<file path="config.mk">
export PLATFORM = sky130hd
export DESIGN_NAME = resonant_two_pole_multimode_filter_flat
export DESIGN_NICKNAME = d
export VERILOG_FILES = /design/src/design/rtpmf_pkg.sv /design/src/design/rtpmf_in_if.sv /design/src/design/rtpmf_out_if.sv /design/src/design/rtpmf_mul.sv /design/src/design/rtpmf_ctrl.sv /design/src/design/resonant_two_pole_multimode_filter.sv /design/src/flat_wrapper.sv
export SDC_FILE = /design/constraint.sdc
export NUM_CORES = 2
export LEC_CHECK = 0
export BUFFER_PORTS_ARGS = -buffer_cell sky130_fd_sc_hd__buf_2
export CAP_MARGIN = 20
export CELL_PAD_IN_SITES_DETAIL_PLACEMENT = 1
export CELL_PAD_IN_SITES_GLOBAL_PLACEMENT = 1
export CORE_ASPECT_RATIO = 1.1
export CORE_UTILIZATION = 52
export CTS_CLUSTER_SIZE = 8
export DETAILED_ROUTE_END_ITERATION = 16
export PLACE_DENSITY = 0.88
export SLEW_MARGIN = 20
export SYNTH_ARGS = -nofsm -noshare
export SYNTH_HDL_FRONTEND = slang
export SYNTH_HIERARCHICAL = 1
export SYNTH_SLANG_ARGS = --single-unit
</file>
<file path="constraint.sdc">
create_clock -name clk -period 9.4 [get_ports clk]
set_input_delay 2.35 -clock clk [delete_from_list [all_inputs] [get_ports clk]]
set_output_delay 2.35 -clock clk [all_outputs]
set_load 0.005 [all_outputs]
</file>
<file path="src/design/rtpmf_pkg.sv">
// Package for the resonant two-pole multimode filter.
// Shared constants, codes, sequencer state and control struct.
// No dependencies.
`default_nettype none

package rtpmf_pkg;

  localparam int SAMPLE_WIDTH_DEF = 16;
  localparam int STATE_WIDTH_DEF  = 24;

  // coefficient register width and fixed-point shifts
  localparam int COEF_W    = 16;
  localparam int FB_SHIFT  = 12;  // feedback is Q4.12
  localparam int CUT_SHIFT = 16;  // cutoff is Q0.16

  // configuration register indexes
  localparam int CFG_IDX_W = 2;
  localparam logic [CFG_IDX_W-1:0] CFG_CUTOFF   = 2'd0;
  localparam logic [CFG_IDX_W-1:0] CFG_FEEDBACK = 2'd1;
  localparam logic [CFG_IDX_W-1:0] CFG_MODE     = 2'd2;

  typedef enum logic [1:0] {
    MODE_LP    = 2'd0,
    MODE_HP    = 2'd1,
    MODE_BP    = 2'd2,
    MODE_NOTCH = 2'd3
  } rtpmf_mode_t;

  // multiplier operand source
  typedef enum logic [1:0] {
    OP_BP    = 2'd0,
    OP_DRIVE = 2'd1,
    OP_DIFF  = 2'd2
  } rtpmf_opsel_t;

  typedef enum logic [8:0] {
    ST_IDLE = 9'b000000001,
    ST_MFB  = 9'b000000010,
    ST_DRV  = 9'b000000100,
    ST_MF1  = 9'b000001000,
    ST_UP1  = 9'b000010000,
    ST_DIF  = 9'b000100000,
    ST_MF2  = 9'b001000000,
    ST_UP2  = 9'b010000000,
    ST_OUT  = 9'b100000000
  } rtpmf_state_t;

  typedef struct packed {
    logic         idle;
    logic         mul_en;
    rtpmf_opsel_t opsel;
    logic         coef_cut;
    logic         ld_drive;
    logic         upd_first;
    logic         ld_diff;
    logic         upd_second;
    logic         ld_out;
  } rtpmf_ctl_t;

endpackage

`default_nettype wire

</file>
<file path="src/design/rtpmf_in_if.sv">
// Input sample channel: valid/ready handshake with a signed sample.
// Width default from rtpmf_pkg.
`default_nettype none

interface rtpmf_in_if #(
  parameter int W = rtpmf_pkg::SAMPLE_WIDTH_DEF
) ();
  logic                valid;
  logic                ready;
  logic signed [W-1:0] sample_in;

  modport source (output valid, output sample_in, input ready);
  modport sink   (input valid, input sample_in, output ready);
endinterface

`default_nettype wire

</file>
<file path="src/design/rtpmf_out_if.sv">
// Result sample channel: valid/ready handshake with a signed sample.
// Width default from rtpmf_pkg.
`default_nettype none

interface rtpmf_out_if #(
  parameter int W = rtpmf_pkg::SAMPLE_WIDTH_DEF
) ();
  logic                valid;
  logic                ready;
  logic signed [W-1:0] sample_out;

  modport source (output valid, output sample_out, input ready);
  modport sink   (input valid, input sample_out, output ready);
endinterface

`default_nettype wire

</file>
<file path="src/design/rtpmf_mul.sv">
// Shared multiplier: unsigned coefficient times signed operand, registered.
// Uses rtpmf_pkg for the coefficient width.
`default_nettype none

module rtpmf_mul #(
  parameter int OPW = 32
) (
  input  logic                                   clk,
  input  logic                                   en,
  input  logic [rtpmf_pkg::COEF_W-1:0]           coef,
  input  logic signed [OPW-1:0]                  opnd,
  output logic signed [OPW+rtpmf_pkg::COEF_W:0]  prod
);
  import rtpmf_pkg::*;

  localparam int PW = OPW + COEF_W + 1;

  logic signed [PW-1:0] prod_r;
  logic signed [COEF_W:0] coef_s;

  assign coef_s = $signed({1'b0, coef});

  // both operands widened to the full product width before the multiply
  always_ff @(posedge clk) begin
    if (en) begin
      prod_r <= PW'(coef_s) * PW'(opnd);
    end
  end

  assign prod = prod_r;

endmodule

`default_nettype wire

</file>
<file path="src/design/rtpmf_ctrl.sv">
// Sequencer for the filter: steps one transaction through the shared multiplier.
// Uses rtpmf_pkg for state encoding and the control struct.
`default_nettype none

module rtpmf_ctrl (
  input  logic                  clk,
  input  logic                  rst_n,
  input  logic                  in_valid,
  input  logic                  out_busy,
  output rtpmf_pkg::rtpmf_ctl_t ctl
);
  import rtpmf_pkg::*;

  rtpmf_state_t state_r, state_nxt;

  always_ff @(posedge clk) begin
    if (!rst_n) begin
      state_r <= ST_IDLE;
    end else begin
      state_r <= state_nxt;
    end
  end

  always_comb begin
    state_nxt = state_r;
    ctl       = '0;
    ctl.opsel = OP_BP;
    unique case (state_r)
      ST_IDLE: begin
        ctl.idle = 1'b1;
        if (in_valid) state_nxt = ST_MFB;
      end
      ST_MFB: begin
        ctl.mul_en = 1'b1;
        ctl.opsel  = OP_BP;
        state_nxt  = ST_DRV;
      end
      ST_DRV: begin
        ctl.ld_drive = 1'b1;
        state_nxt    = ST_MF1;
      end
      ST_MF1: begin
        ctl.mul_en   = 1'b1;
        ctl.opsel    = OP_DRIVE;
        ctl.coef_cut = 1'b1;
        state_nxt    = ST_UP1;
      end
      ST_UP1: begin
        ctl.upd_first = 1'b1;
        state_nxt     = ST_DIF;
      end
      ST_DIF: begin
        ctl.ld_diff = 1'b1;
        state_nxt   = ST_MF2;
      end
      ST_MF2: begin
        ctl.mul_en   = 1'b1;
        ctl.opsel    = OP_DIFF;
        ctl.coef_cut = 1'b1;
        state_nxt    = ST_UP2;
      end
      ST_UP2: begin
        ctl.upd_second = 1'b1;
        state_nxt      = ST_OUT;
      end
      ST_OUT: begin
        if (!out_busy) begin
          ctl.ld_out = 1'b1;
          state_nxt  = ST_IDLE;
        end
      end
      default: begin
        state_nxt = ST_IDLE;
      end
    endcase
  end

endmodule

`default_nettype wire

</file>
<file path="src/design/resonant_two_pole_multimode_filter.sv">
// Top level of the resonant two-pole multimode filter: datapath, registers, output stage.
// Depends on rtpmf_pkg, rtpmf_in_if, rtpmf_out_if, rtpmf_mul and rtpmf_ctrl.
//
//   port group | dir | handshake        | payload
//   -----------+-----+------------------+-------------------------------------
//   in_chan    | in  | valid / ready    | sample_in  signed SAMPLE_WIDTH
//   out_chan   | out | valid / ready    | sample_out signed SAMPLE_WIDTH
//   cfg_*      | in  | cfg_we           | cfg_index 2b, cfg_wdata 16b
//
// A transaction runs from acceptance through 8 sequencer steps to the result load;
// three of them are passes through the one shared multiplier.
// in_chan.ready is high only while the sequencer is idle.
// A result waiting in the output register does not block acceptance; only the
// final load step waits for the output register to empty.
// rst_n is synchronous: it clears both filter states, the coefficients, the mode
// and the sequencer.
`default_nettype none

module resonant_two_pole_multimode_filter #(
  parameter int SAMPLE_WIDTH = rtpmf_pkg::SAMPLE_WIDTH_DEF,
  parameter int STATE_WIDTH  = rtpmf_pkg::STATE_WIDTH_DEF
) (
  input  logic                             clk,
  input  logic                             rst_n,
  rtpmf_in_if.sink                         in_chan,
  rtpmf_out_if.source                      out_chan,
  input  logic                             cfg_we,
  input  logic [rtpmf_pkg::CFG_IDX_W-1:0]  cfg_index,
  input  logic [rtpmf_pkg::COEF_W-1:0]     cfg_wdata
);
  import rtpmf_pkg::*;

  // guard bits between sample and state formats (may be negative)
  localparam int G  = STATE_WIDTH - SAMPLE_WIDTH;
  localparam int GP = (G >= 0) ? G : 0;
  localparam int GN = (G < 0) ? -G : 0;
  // width for format conversion, covers both directions
  localparam int TW = ((STATE_WIDTH > SAMPLE_WIDTH) ? STATE_WIDTH : SAMPLE_WIDTH) + 3;
  // multiplier operand: drive term needs STATE_WIDTH+6 bits
  localparam int DW = STATE_WIDTH + 8;
  localparam int PW = DW + COEF_W + 1;

  localparam logic signed [PW-1:0] ST_MAX =
    {{(PW-STATE_WIDTH+1){1'b0}}, {(STATE_WIDTH-1){1'b1}}};
  localparam logic signed [PW-1:0] ST_MIN = ~ST_MAX;
  localparam logic signed [TW-1:0] SMP_MAX =
    {{(TW-SAMPLE_WIDTH+1){1'b0}}, {(SAMPLE_WIDTH-1){1'b1}}};
  localparam logic signed [TW-1:0] SMP_MIN = ~SMP_MAX;

  // clamp a wide sum to the state range
  function automatic logic signed [STATE_WIDTH-1:0] sat_state(input logic signed [PW-1:0] v);
    logic signed [STATE_WIDTH-1:0] r;
    if (v > ST_MAX) begin
      r = ST_MAX[STATE_WIDTH-1:0];
    end else if (v < ST_MIN) begin
      r = ST_MIN[STATE_WIDTH-1:0];
    end else begin
      r = v[STATE_WIDTH-1:0];
    end
    return r;
  endfunction

  // configuration
  logic [COEF_W-1:0] cutoff_r;
  logic [COEF_W-1:0] feedback_r;
  rtpmf_mode_t       mode_r;

  // filter state and per-transaction working registers
  logic signed [STATE_WIDTH-1:0] first_r;
  logic signed [STATE_WIDTH-1:0] second_r;
  logic signed [STATE_WIDTH:0]   hp_r;
  logic signed [STATE_WIDTH:0]   bp_r;
  logic signed [DW-1:0]          drive_r;
  logic signed [STATE_WIDTH:0]   diff_r;

  logic                           out_valid_r;
  logic signed [SAMPLE_WIDTH-1:0] out_data_r;

  rtpmf_ctl_t ctl;
  logic       in_acc;

  logic signed [TW-1:0]          s_ext;
  logic signed [TW-1:0]          x_sc;
  logic signed [STATE_WIDTH-1:0] x_st;
  logic signed [STATE_WIDTH:0]   hp_nxt;
  logic signed [STATE_WIDTH:0]   bp_nxt;

  logic signed [DW-1:0]  opnd;
  logic [COEF_W-1:0]     coef;
  logic signed [PW-1:0]  prod;
  logic signed [PW-1:0]  drive_sum;
  logic signed [PW-1:0]  first_sum;
  logic signed [PW-1:0]  second_sum;

  logic signed [STATE_WIDTH+1:0] sel;
  logic signed [TW-1:0]          sel_ext;
  logic signed [TW-1:0]          sel_sc;
  logic signed [SAMPLE_WIDTH-1:0] out_nxt;

  rtpmf_ctrl u_ctrl (
    .clk      (clk),
    .rst_n    (rst_n),
    .in_valid (in_chan.valid),
    .out_busy (out_valid_r && !out_chan.ready),
    .ctl      (ctl)
  );

  assign in_chan.ready = ctl.idle;
  assign in_acc        = in_chan.valid && ctl.idle;

  // configuration writes; index 3 does nothing
  always_ff @(posedge clk) begin
    if (!rst_n) begin
      cutoff_r   <= '0;
      feedback_r <= '0;
      mode_r     <= MODE_LP;
    end else if (cfg_we) begin
      unique case (cfg_index)
        CFG_CUTOFF:   cutoff_r   <= cfg_wdata;
        CFG_FEEDBACK: feedback_r <= cfg_wdata;
        CFG_MODE:     mode_r     <= rtpmf_mode_t'(cfg_wdata[1:0]);
        default:      ;
      endcase
    end
  end

  // sample to state format: scale by 2^G, or floor shift when G is negative
  assign s_ext  = TW'(in_chan.sample_in);
  assign x_sc   = (G >= 0) ? (s_ext <<< GP) : (s_ext >>> GN);
  assign x_st   = x_sc[STATE_WIDTH-1:0];
  assign hp_nxt = (STATE_WIDTH+1)'(x_st) - (STATE_WIDTH+1)'(first_r);
  assign bp_nxt = (STATE_WIDTH+1)'(first_r) - (STATE_WIDTH+1)'(second_r);

  // shared multiplier: feedback*bp, then cutoff*drive, then cutoff*diff
  always_comb begin
    unique case (ctl.opsel)
      OP_BP:    opnd = DW'(bp_r);
      OP_DRIVE: opnd = drive_r;
      OP_DIFF:  opnd = DW'(diff_r);
      default:  opnd = DW'(bp_r);
    endcase
  end

  assign coef = ctl.coef_cut ? cutoff_r : feedback_r;

  rtpmf_mul #(
    .OPW (DW)
  ) u_mul (
    .clk  (clk),
    .en   (ctl.mul_en),
    .coef (coef),
    .opnd (opnd),
    .prod (prod)
  );

  // arithmetic shifts give floor rounding
  assign drive_sum  = PW'(hp_r) + (prod >>> FB_SHIFT);
  assign first_sum  = PW'(first_r) + (prod >>> CUT_SHIFT);
  assign second_sum = PW'(second_r) + (prod >>> CUT_SHIFT);

  always_ff @(posedge clk) begin
    if (!rst_n) begin
      first_r  <= '0;
      second_r <= '0;
    end else begin
      if (ctl.upd_first)  first_r  <= sat_state(first_sum);
      if (ctl.upd_second) second_r <= sat_state(second_sum);
    end
  end

  // working registers carry no reset
  always_ff @(posedge clk) begin
    if (in_acc) begin
      hp_r <= hp_nxt;
      bp_r <= bp_nxt;
    end
    if (ctl.ld_drive) drive_r <= drive_sum[DW-1:0];
    if (ctl.ld_diff)  diff_r  <= (STATE_WIDTH+1)'(first_r) - (STATE_WIDTH+1)'(second_r);
  end

  // mode select; bandpass is the pre-update term
  always_comb begin
    unique case (mode_r)
      MODE_LP:    sel = (STATE_WIDTH+2)'(second_r);
      MODE_HP:    sel = (STATE_WIDTH+2)'(hp_r);
      MODE_BP:    sel = (STATE_WIDTH+2)'(bp_r);
      MODE_NOTCH: sel = (STATE_WIDTH+2)'(second_r) + (STATE_WIDTH+2)'(hp_r);
      default:    sel = (STATE_WIDTH+2)'(second_r);
    endcase
  end

  // state to sample format, then clamp
  assign sel_ext = TW'(sel);
  assign sel_sc  = (G >= 0) ? (sel_ext >>> GP) : (sel_ext <<< GN);

  always_comb begin
    if (sel_sc > SMP_MAX) begin
      out_nxt = SMP_MAX[SAMPLE_WIDTH-1:0];
    end else if (sel_sc < SMP_MIN) begin
      out_nxt = SMP_MIN[SAMPLE_WIDTH-1:0];
    end else begin
      out_nxt = sel_sc[SAMPLE_WIDTH-1:0];
    end
  end

  // output register
  always_ff @(posedge clk) begin
    if (!rst_n) begin
      out_valid_r <= 1'b0;
    end else if (ctl.ld_out) begin
      out_valid_r <= 1'b1;
    end else if (out_chan.ready) begin
      out_valid_r <= 1'b0;
    end
  end

  always_ff @(posedge clk) begin
    if (ctl.ld_out) out_data_r <= out_nxt;
  end

  assign out_chan.valid      = out_valid_r;
  assign out_chan.sample_out = out_data_r;

  // an accepted transaction starts with the feedback multiply
  a_start_mfb: assert property (@(posedge clk) disable iff (!rst_n)
    in_acc |=> (ctl.mul_en && ctl.opsel == OP_BP && !ctl.coef_cut))
    else $error("sequencer did not start feedback multiply after accept");

  // filter states move only in their update steps
  a_first_hold: assert property (@(posedge clk) disable iff (!rst_n)
    !ctl.upd_first |=> $stable(first_r))
    else $error("first stage changed outside its update step");

  a_second_hold: assert property (@(posedge clk) disable iff (!rst_n)
    !ctl.upd_second |=> $stable(second_r))
    else $error("second stage changed outside its update step");

  // a result never overwrites one still waiting
  a_no_overwrite: assert property (@(posedge clk) disable iff (!rst_n)
    ctl.ld_out |-> (!out_valid_r || out_chan.ready))
    else $error("pending result overwritten");

  a_valid_source: assert property (@(posedge clk) disable iff (!rst_n)
    $rose(out_valid_r) |-> $past(ctl.ld_out))
    else $error("result valid raised without a load step");

endmodule

`default_nettype wire

</file>
<file path="src/flat_wrapper.sv">
// flat-port wrapper written by rule: the top's interface ports become plain ports
module resonant_two_pole_multimode_filter_flat import rtpmf_pkg::*;
#(
  parameter int SAMPLE_WIDTH = rtpmf_pkg::SAMPLE_WIDTH_DEF,
  parameter int STATE_WIDTH  = rtpmf_pkg::STATE_WIDTH_DEF
)
  (clk, rst_n, cfg_we, cfg_index, cfg_wdata, in_chan_valid, in_chan_sample_in, in_chan_ready, out_chan_valid, out_chan_sample_out, out_chan_ready);
  rtpmf_in_if #(.W((SAMPLE_WIDTH_DEF))) in_chan_i ();
  rtpmf_out_if #(.W((SAMPLE_WIDTH_DEF))) out_chan_i ();
  input  logic clk;
  input  logic rst_n;
  input  logic cfg_we;
  input  logic [rtpmf_pkg::CFG_IDX_W-1:0] cfg_index;
  input  logic [rtpmf_pkg::COEF_W-1:0] cfg_wdata;
  input wire logic [$bits(in_chan_i.valid)-1:0] in_chan_valid;
  input wire logic [$bits(in_chan_i.sample_in)-1:0] in_chan_sample_in;
  output wire logic [$bits(in_chan_i.ready)-1:0] in_chan_ready;
  output wire logic [$bits(out_chan_i.valid)-1:0] out_chan_valid;
  output wire logic [$bits(out_chan_i.sample_out)-1:0] out_chan_sample_out;
  input wire logic [$bits(out_chan_i.ready)-1:0] out_chan_ready;
  assign in_chan_i.valid = in_chan_valid;
  assign in_chan_i.sample_in = in_chan_sample_in;
  assign in_chan_ready = in_chan_i.ready;
  assign out_chan_valid = out_chan_i.valid;
  assign out_chan_sample_out = out_chan_i.sample_out;
  assign out_chan_i.ready = out_chan_ready;
  resonant_two_pole_multimode_filter #(.SAMPLE_WIDTH(SAMPLE_WIDTH), .STATE_WIDTH(STATE_WIDTH)) u_core (.clk(clk), .rst_n(rst_n), .in_chan(in_chan_i), .out_chan(out_chan_i), .cfg_we(cfg_we), .cfg_index(cfg_index), .cfg_wdata(cfg_wdata));
endmodule
</file>
==> impl_results.md <==
- H-tree levels: 2
- Number of nets in the layout: ~4800
- Total CTS buffers: 38
- Worst setup path start: u_core/u_ctrl/state_r[8]$_SDFFE_PN0P_
- Fin. Hold Viols: 0
- WL/cell: between 20 and 25 microns
- Tcrit/Tclk final: roughly 98%
- Power Density: ~100 nW/um^2
- Initial antenna violation count: 3
- Total negative slack: 0 ns
- Remaining antenna violation count: 0
- Syn avg cell area: between 9 and 10 sq um
- Total grt overflow: 0
- CP max stage delay: between 0.5 and 0.6 ns
- Slew Limit Fails: 0
- GP Congestion: around 0.96
- Static Leak: around 18 nW
- CTS tree: done
- DP Wirelength: slightly above 90000 microns
- Max Clock Freq: 108.2 MHz
- Worst r2r src: u_core/u_ctrl/state_r[8]$_SDFFE_PN0P_
- Vias: about 30000
- Synth warn: 6
- Largest net degree at the start of global routing: between 70 and 80
- Vias/cell: between 6 and 7
- DR iter-0 viols: 2380
- Clock slew at reported path FFs: about 0.05 ns
- Crit path DAT: 9.60 ns
- Finish-stage setup viols: 0
- Worst-margin pin slew: around 1.1 ns
- Hold path startpoint: u_core/feedback_r[11]$_SDFFE_PN0P_
- CTS Root Buffer Type: clkbuf_16
- Max stage delay cell, worst path: fa_1
- WP data required: 9.76 ns
- # IOs: between 50 and 60
- Final min period: 9.238 ns
- Routed wire length: between 100000 and 150000 microns
- Status: completed
- Skew-Pair Late Insertion Delay: 0.58 ns
- # port buffers: 56
- DRT Pass-1 Iters: 5
- Area Overhead vs Synth: 7.178%
- Final Total Pwr: about 0.004 W
- Worst rel slew slack: 29.13%
- Post-Synthesis Net Count: roughly 4800
- DRC Markers: 0
- Hold buffers post-CTS: 0
- Nature of the critical path startpoint: flip-flop
- First-pass GRT wire length: about 190000 microns
- Row count: 100
- Core area: between 60000 and 70000 sq um
- Worst vdd ir: between 0.1 and 0.15 mV
- Cells after Synth: 3996
- Mapped cell area: approximately 36000 sq um
- Final Skew: ~0.021 ns
- Initial core utilization: 52.91%
- Crit end category: flip-flop
- Die W: between 200 and 300 microns
- CTS sink cnt: about 250
- Die H: about 280 microns
- Total GRT Usage: between 30% and 40%
- Max Cap Viol: 0
- Vias in the first global route: about 34000
- Die ar.: between 70000 and 80000 sq um
- Worst hold margin: between 0.4 and 0.5 ns
- Worst-case clock buffer depth: 3
- Crit Path Max Fanout: 18
- Kind of critical path: flip-flop to flip-flop
- Min-delay worst type: flip-flop to flip-flop
- Ratio of cells with drive above 1 in the final layout: ~6.7%
sequential cells by signal (all words and copies together), names as in the netlist, 24 cells and up:
signal             count
u_core/hp_r           25
u_core/u_mul/prod     37
u_core/drive_r        32
u_core/second_r       24
u_core/bp_r           25
u_core/diff_r         25
u_core/first_r        24
path summary, 6_finish.rpt:
path / cells past startpoint / slack [ns] / end
worst max-delay path: 31 / 0.16 / u_core/u_mul/prod[39]$_DFFE_PP_
worst min register to register: 2 / 0.46 / u_core/feedback_r[11]$_SDFFE_PN0P_
worst min-delay path: 2 / 0.46 / u_core/feedback_r[11]$_SDFFE_PN0P_
worst max register to register: 31 / 0.16 / u_core/u_mul/prod[39]$_DFFE_PP_
per-stage QoR:
stage	cell area (sq um)	std cells	setup slack, ns	util [%]
after floorplan	36010	3996	1.144	-
after global placement	37390	4879	0.3665	54.93
after detailed placement	37390	4879	0.06212	54.93
after CTS	38510	4946	0.03560	56.58
after global routing	38590	4949	-0.008572	56.70
final	38600	4951	0.1616	56.70
placed cells by master (no fill, tap or decap), drive strengths merged, types with 8 or more instances in the layout:
master    n
o211ai   18
fa      493
nand3b   12
or2      10
a22oi    23
a311oi    8
nor2    135
a221oi   16
nand2   505
and3     17
xnor2   124
mux2i     8
o31ai    13
a21oi   188
a21o     83
or3      11
mux4     13
o21a     27
a31oi    24
and2    243
xor2     59
nand4    29
o21ai   165
a21boi   43
ha      281
buf     128
nand2b   31
nor2b    27
o21bai   26
edfxtp  160
o41ai    30
a211oi   19
nand3    47
mux2     17
clkbuf   63
dfxtp    92
nor3     40
inv     708
power by group:
part	switching, W	internal (W)	total, W
clock	0.000557	0.000778	0.00134
sequential	0.0000447	0.00126	0.00130
combinational	0.000892	0.000487	0.00138
timing repair:
| item | CTS | global route |
|---|---|---|
| resized for setup | 2 | 13 |
| buffers inserted | 0 | 1 |
| endpoints found under the setup margin | 2 | 10 |
worst max-delay path, delay by kind of cell (launching register included):
kind	cells	cell delay [ns]
adder cells (fa/ha/maj)	8	3.86
XOR/XNOR	1	0.32
buffers and inverters	8	0.93
AND/OR/NAND/NOR	7	1.77
AO/OA/AOI/OAI	7	1.77
flip-flops	1	0.39
per-layer routing:
metal	up-vias	global-route usage [%]	wire length, microns
met5	-	0	0
met4	0	21.83	8089
met3	478	5.163	7364
met2	1440	60.04	60530
met1	15300	40.60	44640
li1	13040	-	-
cell type report:
cell class / instances / area (sq um)
clock buffer: 63 / 1075
clock inverter: 4 / 41.29
multi-input combinational: 2875 / 26180
tap: 918 / 1149
timing repair buffer: 128 / 837.1
fill: 7921 / 29470
sequential: 252 / 6646
antenna: 4 / 10.01
inverter: 707 / 2658
(Power assumes the default switching activity.)
